`src/sv/smf_pkg.sv`:
```
`default_nettype none
package smf_pkg;

  localparam int unsigned CFG_W      = 5;
  localparam int unsigned WS_RESET   = 5;
  localparam int unsigned HIST_DEPTH = 64;
  localparam int unsigned HIST_AW    = 6;
  localparam int unsigned RESULT_CAP = 16;
  localparam int unsigned CAP_W      = 5;

  typedef enum logic [1:0] {
    ST_IDLE,
    ST_CHECK,
    ST_LOAD,
    ST_OUT
  } seq_state_e;

endpackage
`default_nettype wire

```
`src/sv/sliding_median_filter_reflect.sv`:
```
`default_nettype none
// Sliding-window median over one range scan with mirrored borders. Each
// accepted sample is stored, then every output position that has become
// complete, up to RESULT_CAP per input, is worked out in turn: the
// window_size samples are read from the history memory one per cycle and
// dropped into a sorted register row, and the element of rank window_size/2
// is offered. Each result passes through check, reads, drain and output
// transfer; the history memory's single read port paces the reads. The input
// is stalled throughout.
module sliding_median_filter_reflect #(
  parameter int unsigned MAX_WINDOW  = 31,
  parameter int unsigned SAMPLE_BITS = 16,
  parameter int unsigned MAX_SCAN    = 4096
) (
  input  wire logic                     clk_i,
  input  wire logic                     rst_ni,
  input  wire logic                     cfg_we_i,
  input  wire logic [smf_pkg::CFG_W-1:0] cfg_wdata_i,
  input  wire logic                     in_valid_i,
  output logic                          in_stall_o,
  input  wire logic [SAMPLE_BITS-1:0]   range_sample_i,
  input  wire logic                     scan_end_i,
  output logic                          out_valid_o,
  input  wire logic                     out_stall_i,
  output logic [SAMPLE_BITS-1:0]        median_range_o,
  output logic                          last_of_run_o
);
  import smf_pkg::*;

  localparam int unsigned PW = $clog2(MAX_SCAN) + 1;
  localparam int unsigned JW = PW + 2;
  localparam int unsigned IW = (MAX_WINDOW > 1) ? $clog2(MAX_WINDOW) : 1;
  localparam int unsigned NW = $clog2(MAX_WINDOW + 1);

  seq_state_e state_q, state_d;
  logic [CFG_W-1:0] ws_cfg_q;
  logic [PW-1:0] rcv_q, rcv_d, og_q, og_d;
  logic [CAP_W-1:0] cnt_q, cnt_d;
  logic end_q, end_d;
  logic [NW-1:0] k_q, k_d, ins_q, ins_d;
  logic rd_v_q, rd_v_d;
  logic [SAMPLE_BITS-1:0] srt_q [MAX_WINDOW];
  logic [SAMPLE_BITS-1:0] srt_d [MAX_WINDOW];
  logic [SAMPLE_BITS-1:0] mem_q [HIST_DEPTH];
  logic [SAMPLE_BITS-1:0] rd_q;
  logic rd_en;
  logic [HIST_AW-1:0] rd_addr;

  logic [NW-1:0] ws_eff;
  logic [NW-1:0] off;
  logic cond;
  logic signed [JW-1:0] jn, j1, j2, rs;
  logic [MAX_WINDOW-1:0] le;
  logic accept;

  assign accept = in_valid_i && !in_stall_o;

  always_comb begin
    if (ws_cfg_q == '0) begin
      ws_eff = NW'(1);
    end else if (32'(ws_cfg_q) > MAX_WINDOW) begin
      ws_eff = NW'(MAX_WINDOW);
    end else begin
      ws_eff = NW'(ws_cfg_q);
    end
    off = ws_eff >> 1;
  end

  always_comb begin
    if (end_q) begin
      cond = (og_q <= rcv_q) && (cnt_q < CAP_W'(RESULT_CAP));
    end else begin
      cond = ((PW+1)'(og_q) + (PW+1)'(off) <= (PW+1)'(rcv_q))
             && (cnt_q < CAP_W'(RESULT_CAP));
    end
  end

  // mirrored window index for read k
  always_comb begin
    rs = JW'(rcv_q);
    jn = JW'(og_q) - JW'(off) + JW'(k_q);
    j1 = (jn < 0) ? -jn : jn;
    j2 = (j1 > rs) ? (rs + rs - j1) : j1;
    if (j2 < 0) begin
      j2 = '0;
    end else if (j2 > rs) begin
      j2 = rs;
    end
    rd_addr = j2[HIST_AW-1:0];
  end

  // sorted insertion of the returned sample
  always_comb begin
    for (int i = 0; i < MAX_WINDOW; i++) begin
      le[i] = (NW'(i) < ins_q) && (srt_q[i] <= rd_q);
    end
    if (le[0]) begin
      srt_d[0] = srt_q[0];
    end else begin
      srt_d[0] = rd_q;
    end
    for (int i = 1; i < MAX_WINDOW; i++) begin
      if (le[i]) begin
        srt_d[i] = srt_q[i];
      end else if (le[i-1]) begin
        srt_d[i] = rd_q;
      end else begin
        srt_d[i] = srt_q[i-1];
      end
    end
  end

  always_comb begin
    state_d = state_q;
    rcv_d   = rcv_q;
    og_d    = og_q;
    cnt_d   = cnt_q;
    end_d   = end_q;
    k_d     = k_q;
    ins_d   = ins_q;
    rd_v_d  = 1'b0;
    rd_en   = 1'b0;
    case (state_q)
      ST_IDLE: begin
        if (accept) begin
          end_d   = scan_end_i || (32'(rcv_q) >= MAX_SCAN - 1);
          cnt_d   = '0;
          state_d = ST_CHECK;
        end
      end
      ST_CHECK: begin
        k_d   = '0;
        ins_d = '0;
        if (cond) begin
          state_d = ST_LOAD;
        end else begin
          if (end_q) begin
            rcv_d = '0;
            og_d  = '0;
          end else begin
            rcv_d = rcv_q + PW'(1);
          end
          state_d = ST_IDLE;
        end
      end
      ST_LOAD: begin
        if (rd_v_q) begin
          ins_d = ins_q + NW'(1);
        end
        if (k_q < ws_eff) begin
          rd_en  = 1'b1;
          rd_v_d = 1'b1;
          k_d    = k_q + NW'(1);
        end else begin
          state_d = ST_OUT;
        end
      end
      ST_OUT: begin
        if (!out_stall_i) begin
          og_d    = og_q + PW'(1);
          cnt_d   = cnt_q + CAP_W'(1);
          state_d = ST_CHECK;
        end
      end
      default: state_d = ST_IDLE;
    endcase
  end

  always_ff @(posedge clk_i or negedge rst_ni) begin
    if (!rst_ni) begin
      state_q  <= ST_IDLE;
      ws_cfg_q <= CFG_W'(WS_RESET);
      rcv_q    <= '0;
      og_q     <= '0;
      cnt_q    <= '0;
      end_q    <= 1'b0;
      k_q      <= '0;
      ins_q    <= '0;
      rd_v_q   <= 1'b0;
    end else begin
      state_q <= state_d;
      if (cfg_we_i) begin
        ws_cfg_q <= cfg_wdata_i;
      end
      rcv_q  <= rcv_d;
      og_q   <= og_d;
      cnt_q  <= cnt_d;
      end_q  <= end_d;
      k_q    <= k_d;
      ins_q  <= ins_d;
      rd_v_q <= rd_v_d;
    end
  end

  always_ff @(posedge clk_i) begin
    if (state_q == ST_LOAD && rd_v_q) begin
      for (int i = 0; i < MAX_WINDOW; i++) begin
        srt_q[i] <= srt_d[i];
      end
    end
  end

  always_ff @(posedge clk_i) begin
    if (accept) begin
      mem_q[rcv_q[HIST_AW-1:0]] <= range_sample_i;
    end
    if (rd_en) begin
      rd_q <= mem_q[rd_addr];
    end
  end

  assign in_stall_o     = (state_q != ST_IDLE);
  assign out_valid_o    = (state_q == ST_OUT);
  assign median_range_o = srt_q[off[IW-1:0]];
  assign last_of_run_o  = end_q && (og_q == rcv_q);

endmodule
`default_nettype wire

```
`config.mk`:
```
export PLATFORM = sky130hd
export DESIGN_NAME = sliding_median_filter_reflect
export DESIGN_NICKNAME = d
export VERILOG_FILES = /design/src/sv/smf_pkg.sv /design/src/sv/sliding_median_filter_reflect.sv
export SDC_FILE = /design/constraint.sdc
export NUM_CORES = 2
export LEC_CHECK = 0
export BUFFER_PORTS_ARGS = -buffer_cell sky130_fd_sc_hd__buf_4
export CAP_MARGIN = 10
export CORE_ASPECT_RATIO = 0.9
export CORE_MARGIN = 1.5
export CORE_UTILIZATION = 56
export CTS_CLUSTER_SIZE = 16
export DETAILED_ROUTE_END_ITERATION = 12
export PLACE_DENSITY_LB_ADDON = 0.3
export SYNTH_ARGS = -nofsm -noshare
export SYNTH_HDL_FRONTEND = slang
export SYNTH_SLANG_ARGS = --single-unit
```
`constraint.sdc`:
```
create_clock -name clk_i -period 9.8 [get_ports clk_i]
set_clock_uncertainty 0.15 [all_clocks]
set_input_delay 0.49 -clock clk_i [delete_from_list [all_inputs] [get_ports clk_i]]
set_output_delay 0.49 -clock clk_i [all_outputs]
set_load 0.005 [all_outputs]
```
== Word level (Yosys, flattened, before mapping) ==
Memory sizes are Yosys's and may differ from the RTL's. A register that Yosys moved wholly into a read port is not among the register bits.
Index checks and enable logic that the tools add are counted.

* Input bits: 27
* Memories: 2
* Bits in registers: 50
* Bits in writable memories: 1,520

{| class="wikitable"
|+ Memory list
! name !! depth !! width !! rd ports !! clocked after Yosys merged registers in !! wr ports !! line !! text
|-
| mem_q || 64 || 16 || 1 || 1 || 1 || sliding_median_filter_reflect.sv:44 || <nowiki>logic [SAMPLE_BITS-1:0] mem_q [HIST_DEPTH];</nowiki>
|-
| srt_q || 31 || 16 || 32 || 0 || 31 || sliding_median_filter_reflect.sv:42 || <nowiki>logic [SAMPLE_BITS-1:0] srt_q [MAX_WINDOW];</nowiki>
|}

* Eq/ne operators: 11
* Magnitude comparators: 71
* Bitwise operators: 1
* Reduce and logical (&&, ||, !) cells: 51
* $add $sub $neg: 11
* Muxes and demuxes: 90

{| class="wikitable"
|+ Operators by type and width
! operator !! count
|-
| 16-bit two-way mux || 61
|-
| 16-bit <= comparator || 31
|-
| 5-bit less-than comparator, first input constant || 15
|-
| 13-bit two-way mux || 4
|-
| 4-bit by 5-bit less-than comparator with 1-bit output, first input constant || 8
|-
| 1-bit logical AND || 36
|-
| 15-bit by 14-bit greater-than comparator with 1-bit output || 2
|-
| 15-bit by 1-bit less-than comparator with 1-bit output, second input constant || 2
|-
| 15-bit two-way mux || 2
|-
| 5-bit case mux with 2 select lines || 3
|-
| 13-bit by 1-bit adder with 13-bit output, second input constant || 2
|-
| 13-bit case mux with 2 select lines || 1
|-
| 5-bit two-way mux || 5
|-
| 3-bit by 5-bit less-than comparator with 1-bit output, first input constant || 4
|-
| 14-bit by 6-bit adder with 15-bit output || 1
|-
| 5-bit by 1-bit adder with 5-bit output, second input constant || 3
|-
| 15-bit negator || 1
|-
| 15-bit subtractor || 1
|-
| 13-bit by 13-bit adder with 14-bit output || 1
|-
| 13-bit by 4-bit adder with 14-bit output || 1
|-
| 14-bit by 13-bit <= comparator with 1-bit output || 1
|-
| 2-bit != test, second input constant || 7
|-
| 13-bit by 4-bit subtractor with 14-bit output || 1
|-
| 13-bit equality test || 1
|-
| 21 further kinds || 41
|}

== Longest topological paths before layout ==
* Depth in word-level cells: 11
* Mapped depth: 48

== Worst setup path after synthesis ==
Ideal clock, no wire load.

* Path type: reg2reg
* Start: reg ws_cfg_q[2]
* End: reg rd_q[1] (read register of mem_q) (data pin)
* Path buffers: 10
* Cell stages (with the launch flop): 46
* Arrival time: 8.942 ns
* Setup slack: 0.452 ns
* Data required time: 9.394 ns
* Cells stage by stage: dfstp_2 -> clkbuf_1 -> clkbuf_1 -> clkbuf_1 -> ha_1 -> nor2_1 -> o21a_1 -> buf_2 -> nor2_1 -> ha_1 -> o21a_1 -> o31a_1 -> nor2_1 -> or4_1 -> a21o_1 -> nand2_1 -> nor2_1 -> xnor2_1 -> [10 not listed] -> o21ai_0 -> ha_1 -> a2111oi_0 -> a21oi_1 -> o221a_2 -> or3_1 -> o221ai_1 -> or2_1 -> buf_2 -> nand2_2 -> buf_4 -> buf_2 -> buf_2 -> nand2_1 -> nand3_1 -> a32oi_1 -> nand4_1 -> and4_1

* Word-level cells in the longest chain between the ends: 11

{| class="wikitable"
|+ RTL lines
! element !! line !! text
|-
| start, declared || sliding_median_filter_reflect.sv:36 || <nowiki>logic [CFG_W-1:0] ws_cfg_q;</nowiki>
|-
| start signal, assigned || sliding_median_filter_reflect.sv:172 || <nowiki>ws_cfg_q <= CFG_W'(WS_RESET);</nowiki>
|-
| start signal, assigned || sliding_median_filter_reflect.sv:183 || <nowiki>ws_cfg_q <= cfg_wdata_i;</nowiki>
|-
| 5-bit zero test || sliding_median_filter_reflect.sv:59 || <nowiki>if (ws_cfg_q == '0) begin</nowiki>
|-
| 5-bit two-way mux * || sliding_median_filter_reflect.sv:59 ||
|-
| 13-bit by 4-bit subtractor with 14-bit output || sliding_median_filter_reflect.sv:81 || <nowiki>jn = JW'(og_q) - JW'(off) + JW'(k_q);</nowiki>
|-
| 14-bit by 6-bit adder with 15-bit output || sliding_median_filter_reflect.sv:81 ||
|-
| 15-bit negator / 15-bit by 1-bit less-than comparator with 1-bit output (equally long branches) || sliding_median_filter_reflect.sv:82 || <nowiki>j1 = (jn < 0) ? -jn : jn;</nowiki>
|-
| 15-bit two-way mux || sliding_median_filter_reflect.sv:82 ||
|-
| 15-bit subtractor / 15-bit by 14-bit greater-than comparator with 1-bit output (equally long branches) || sliding_median_filter_reflect.sv:83 || <nowiki>j2 = (j1 > rs) ? (rs + rs - j1) : j1;</nowiki>
|-
| 15-bit two-way mux || sliding_median_filter_reflect.sv:83 ||
|-
| 15-bit by 14-bit greater-than comparator with 1-bit output || sliding_median_filter_reflect.sv:86 || <nowiki>end else if (j2 > rs) begin</nowiki>
|-
| 6-bit two-way mux || sliding_median_filter_reflect.sv:86 ||
|-
| 6-bit two-way mux || sliding_median_filter_reflect.sv:84 || <nowiki>if (j2 < 0) begin</nowiki>
|-
| end, declared || sliding_median_filter_reflect.sv:45 || <nowiki>logic [SAMPLE_BITS-1:0] rd_q;</nowiki>
|}

Mark *: on every way between the ends. The rest lies on a longest branch, timed or not.
A chain may end at the register's enable or synchronous reset.

== Final worst setup path ==
* Start: reg og_q[0]
* End: reg rd_q[4] (read register of mem_q) (data pin)

* Word-level cells in the longest chain between the ends: 9

{| class="wikitable"
|+ RTL lines
! element !! line !! text
|-
| start, declared || sliding_median_filter_reflect.sv:37 || <nowiki>logic [PW-1:0] rcv_q, rcv_d, og_q, og_d;</nowiki>
|-
| start signal, assigned || sliding_median_filter_reflect.sv:186 || <nowiki>og_q <= og_d;</nowiki>
|-
| 13-bit by 4-bit subtractor with 14-bit output * || sliding_median_filter_reflect.sv:81 ||
|-
| 14-bit by 6-bit adder with 15-bit output * || sliding_median_filter_reflect.sv:81 ||
|-
| 15-bit negator / 15-bit by 1-bit less-than comparator with 1-bit output (equally long branches) || sliding_median_filter_reflect.sv:82 ||
|-
| 15-bit two-way mux * || sliding_median_filter_reflect.sv:82 ||
|-
| 15-bit subtractor / 15-bit by 14-bit greater-than comparator with 1-bit output (equally long branches) || sliding_median_filter_reflect.sv:83 ||
|-
| 15-bit two-way mux * || sliding_median_filter_reflect.sv:83 ||
|-
| 15-bit by 14-bit greater-than comparator with 1-bit output || sliding_median_filter_reflect.sv:86 ||
|-
| 6-bit two-way mux || sliding_median_filter_reflect.sv:86 ||
|-
| 6-bit two-way mux * || sliding_median_filter_reflect.sv:84 ||
|}

Marked as above.

==> summary.md <==
| Metric | Value |
|---|---|
| Status | `complete, no violations` |
| Syn Nets | `about 5300` |
| Max-slew headroom | `16.68%` |
| Primary FF master, synth | `edfxtp_1` |
| Worst R2R Setup Slack | `roughly 0.48 ns` |
| Max-slew violations | `0` |
| Post-synth EDFFs | `approximately 1300` |
| Die area | `about 120000 um2` |
| Starting Density | `between 50% and 60%` |
| Distinct cells, synth | `85` |
| First-pass DRT Iterations | `6` |
| CP Class | `reg2reg` |
| CTS HTree Levels | `4` |
| Seq/Total Area, Yosys | `about three fifths` |
| CP Launch Type | `flop` |
| Worst-Margin Slew | `1.250 ns` |
| Antenna-violating nets left | `0` |
| Dpl cell area | `about 70000 um2` |
| # setup viols final | `0` |
| Die X | `362.5 um` |
| FFs w/ async S/R, synth | `between 3 and 4%` |
| Max incr delay on CP | `~0.57 ns` |
| Fin nets | `5519` |
| Io pins | `46` |
| GRT Util Overall | `30.49%` |
| Wire length on met3 | `about 17000 um` |
| Synthesized area | `between 60000 and 70000 um2` |
| Clk buf depth | `3` |
| Avg Cell Area, Syn | `approximately 13 um2` |
| WHS | `between 0.1 and 0.15 ns` |
| RePlAce Congestion | `around 0.91` |
| Fin area | `73580 um2` |
| Number of synthesized register bits | `1346` |
| Worst-path clk slew | `about 0.060 ns` |
| Synth top cells by count | `1296 x edfxtp_1, 609 x nand2_1, 518 x a21oi_1` |
| Delay-heaviest family, CP | `compound AO/OA/AOI/OAI gates` |
| DP Cell Count | `6474` |
| CTS tree | `yes` |
| # rows | `between 100 and 150` |
| Routed vias/inst | `~6.6` |
| First-pass GRT wire length | `270800 um` |
| Per-cell routed wire length | `between 20 and 30 um` |
| Final core occ | `63.89%` |
| Count leader, synth | `edfxtp_1` |
| Synth Warn # | `0` |
| Critical Path Fanout Max | `13` |
| Core area | `about 120000 um2` |
| Max-cap violations | `0` |
| Fin crit share | `95.11%` |
| DRT iter0 DRCs | `5322` |
| P&R area growth vs syn | `12.95%` |
| Top post-synthesis cells by area | `edfxtp_1 60%, ha_1 6.7%, a21oi_1 4.0%` |
| Post-Synthesis Cells | `a little under 5000` |
| Top-area cell type share of the netlist area | `about 60%` |
| Largest net degree at the start of global routing | `between 80 and 90` |
| Total CTS buffers | `134` |
| Setup crit end kind | `flop` |
| Fin crit period | `9.321 ns` |
| Post-Route WL | `183500 um` |
| Critical-path top delay cell | `or4_4` |
| Total gr overflow | `0` |
| Critical path's most frequent cell | `buf_4` |
| Fmax | `between 0.1 and 0.15 GHz` |
| HP Class | `in2reg` |
| DRC Markers | `0` |
| Crit path buffers/inverters | `10` |
| Antenna violations before repair | `6` |
| Clk sinks | `approximately 1300` |
| Crit path required time | `roughly 10 ns` |
| Root buffer cell | `clkbuf_16` |
| Buffers on Ports | `45` |
| Number of fill cells | `approximately 8400` |
| DRT met1 WL | `around 72000 um` |
| Worst-skew pair later-pin latency | `around 0.8 ns` |
| HPWL after DPL | `approximately 120000 um` |
| Area leader, netlist | `edfxtp_1` |
| Met2 wire len | `85900 um` |
| Layout cells sized above 1 | `15.86%` |
| Vias | `roughly 45000` |
| Chip height | `approximately 330 um` |
| Finished Layout Cells | `between 6000 and 7000` |
| Final Hold Viols | `0` |
| Top Layer Used | `met5` |
| Vias in the first global route | `approximately 43000` |
| Data arrival, critical path | `between 9 and 10 ns` |
==> layer usage <==
layer | global-route usage, % | vias to the layer above
met1 | 41.62 | 22150
li1 | - | 19520
met4 | 14.71 | 6
met3 | 4.596 | 414
met2 | 48.23 | 2422
met5 | 0 | -
==> registers in the layout, indices dropped and copies added, names as in the netlist <==
name / count
mem_q: 1024
state_q: 2
rcv_q: 13
k_q: 5
ws_cfg_q: 5
og_q: 13
rd_v_q: 1
srt_q: 256
cnt_q: 5
end_q: 1
ins_q: 5
rd_q: 16
==> cell type report <==
class                   instances  area (um2)  share of cell area (%)
diodes                          2       5.005                0.006802
clock buffers                 164        3561                   4.840
clock inverters                73       940.9                   1.279
inverters                      94       352.8                  0.4795
multi-input cells            3240       23620                   32.11
flip-flops and latches       1346       40170                   54.60
well taps                    1500        1877                   2.551
repair buffers                324        3044                   4.137
==> cell usage in the layout (no fill, tap or decap), types with 47 or more instances in the layout <==
cell type  netlist  layout
edfxtp_1      1296    1296
nand2_1        609     607
a21oi_1        518     511
ha_1           348     346
buf_4           18     268
mux2_2         226     226
mux2i_1        224     224
nor2_1         186     181
clkbuf_16        0     145
o21ai_0        133     129
a221o_1        129     129
nand4_1        126     126
nand3_1        124     121
inv_1           91      88
o21a_1          72      72
a21o_1          49      48
dfrtp_1         48      47
==> cells by family after synthesis <==
logic type / count (synthesis) / synth area share [%]
muxes: 483 / 8.490
DFF: 1346 / 61.67
AOI/OAI and AO/OA: 1105 / 11.03
and+or+nand+nor: 1246 / 8.759
adders and majority gates: 352 / 6.807
buffers and inverters: 378 / 2.507
xor gates and xnor gates: 54 / 0.7376
==> final timing paths <==
| check | from | end | cells past startpoint |
|---|---|---|---|
| worst max-delay path | og_q[0] | rd_q[4] | 47 |
| worst min-delay path | range_sample_i[5] | mem_q[7][5] | 1 |
| worst max register to register | og_q[0] | rd_q[4] | 47 |
| worst min register to register | state_q[1] | state_q[1] | 2 |
| max in group asynchronous | rst_ni | ws_cfg_q[1] | 2 |
| min in group asynchronous | rst_ni | og_q[7] | 2 |
==> through the flow <==
step	setup WS (ns)	TNS, ns
4_1_cts	0.08809	0
2_1_floorplan	0.4516	0
6_report	0.4790	0
5_1_grt	-0.05819	-0.1282
3_5_place_dp	0.1721	0
3_3_place_gp	0.2027	0
==> repair_timing <==
item | in CTS | in global routing
setup endpoints to repair | 0 | 16
hold buffers | 9 | 0
gates resized for setup | 0 | 53
buffers inserted | 0 | 14
endpoints found under the hold margin | 60 | 0
Power is left out: the tool's default activity adds up to more than one toggle a clock period on the data nets, which glitch-free logic cannot reach.
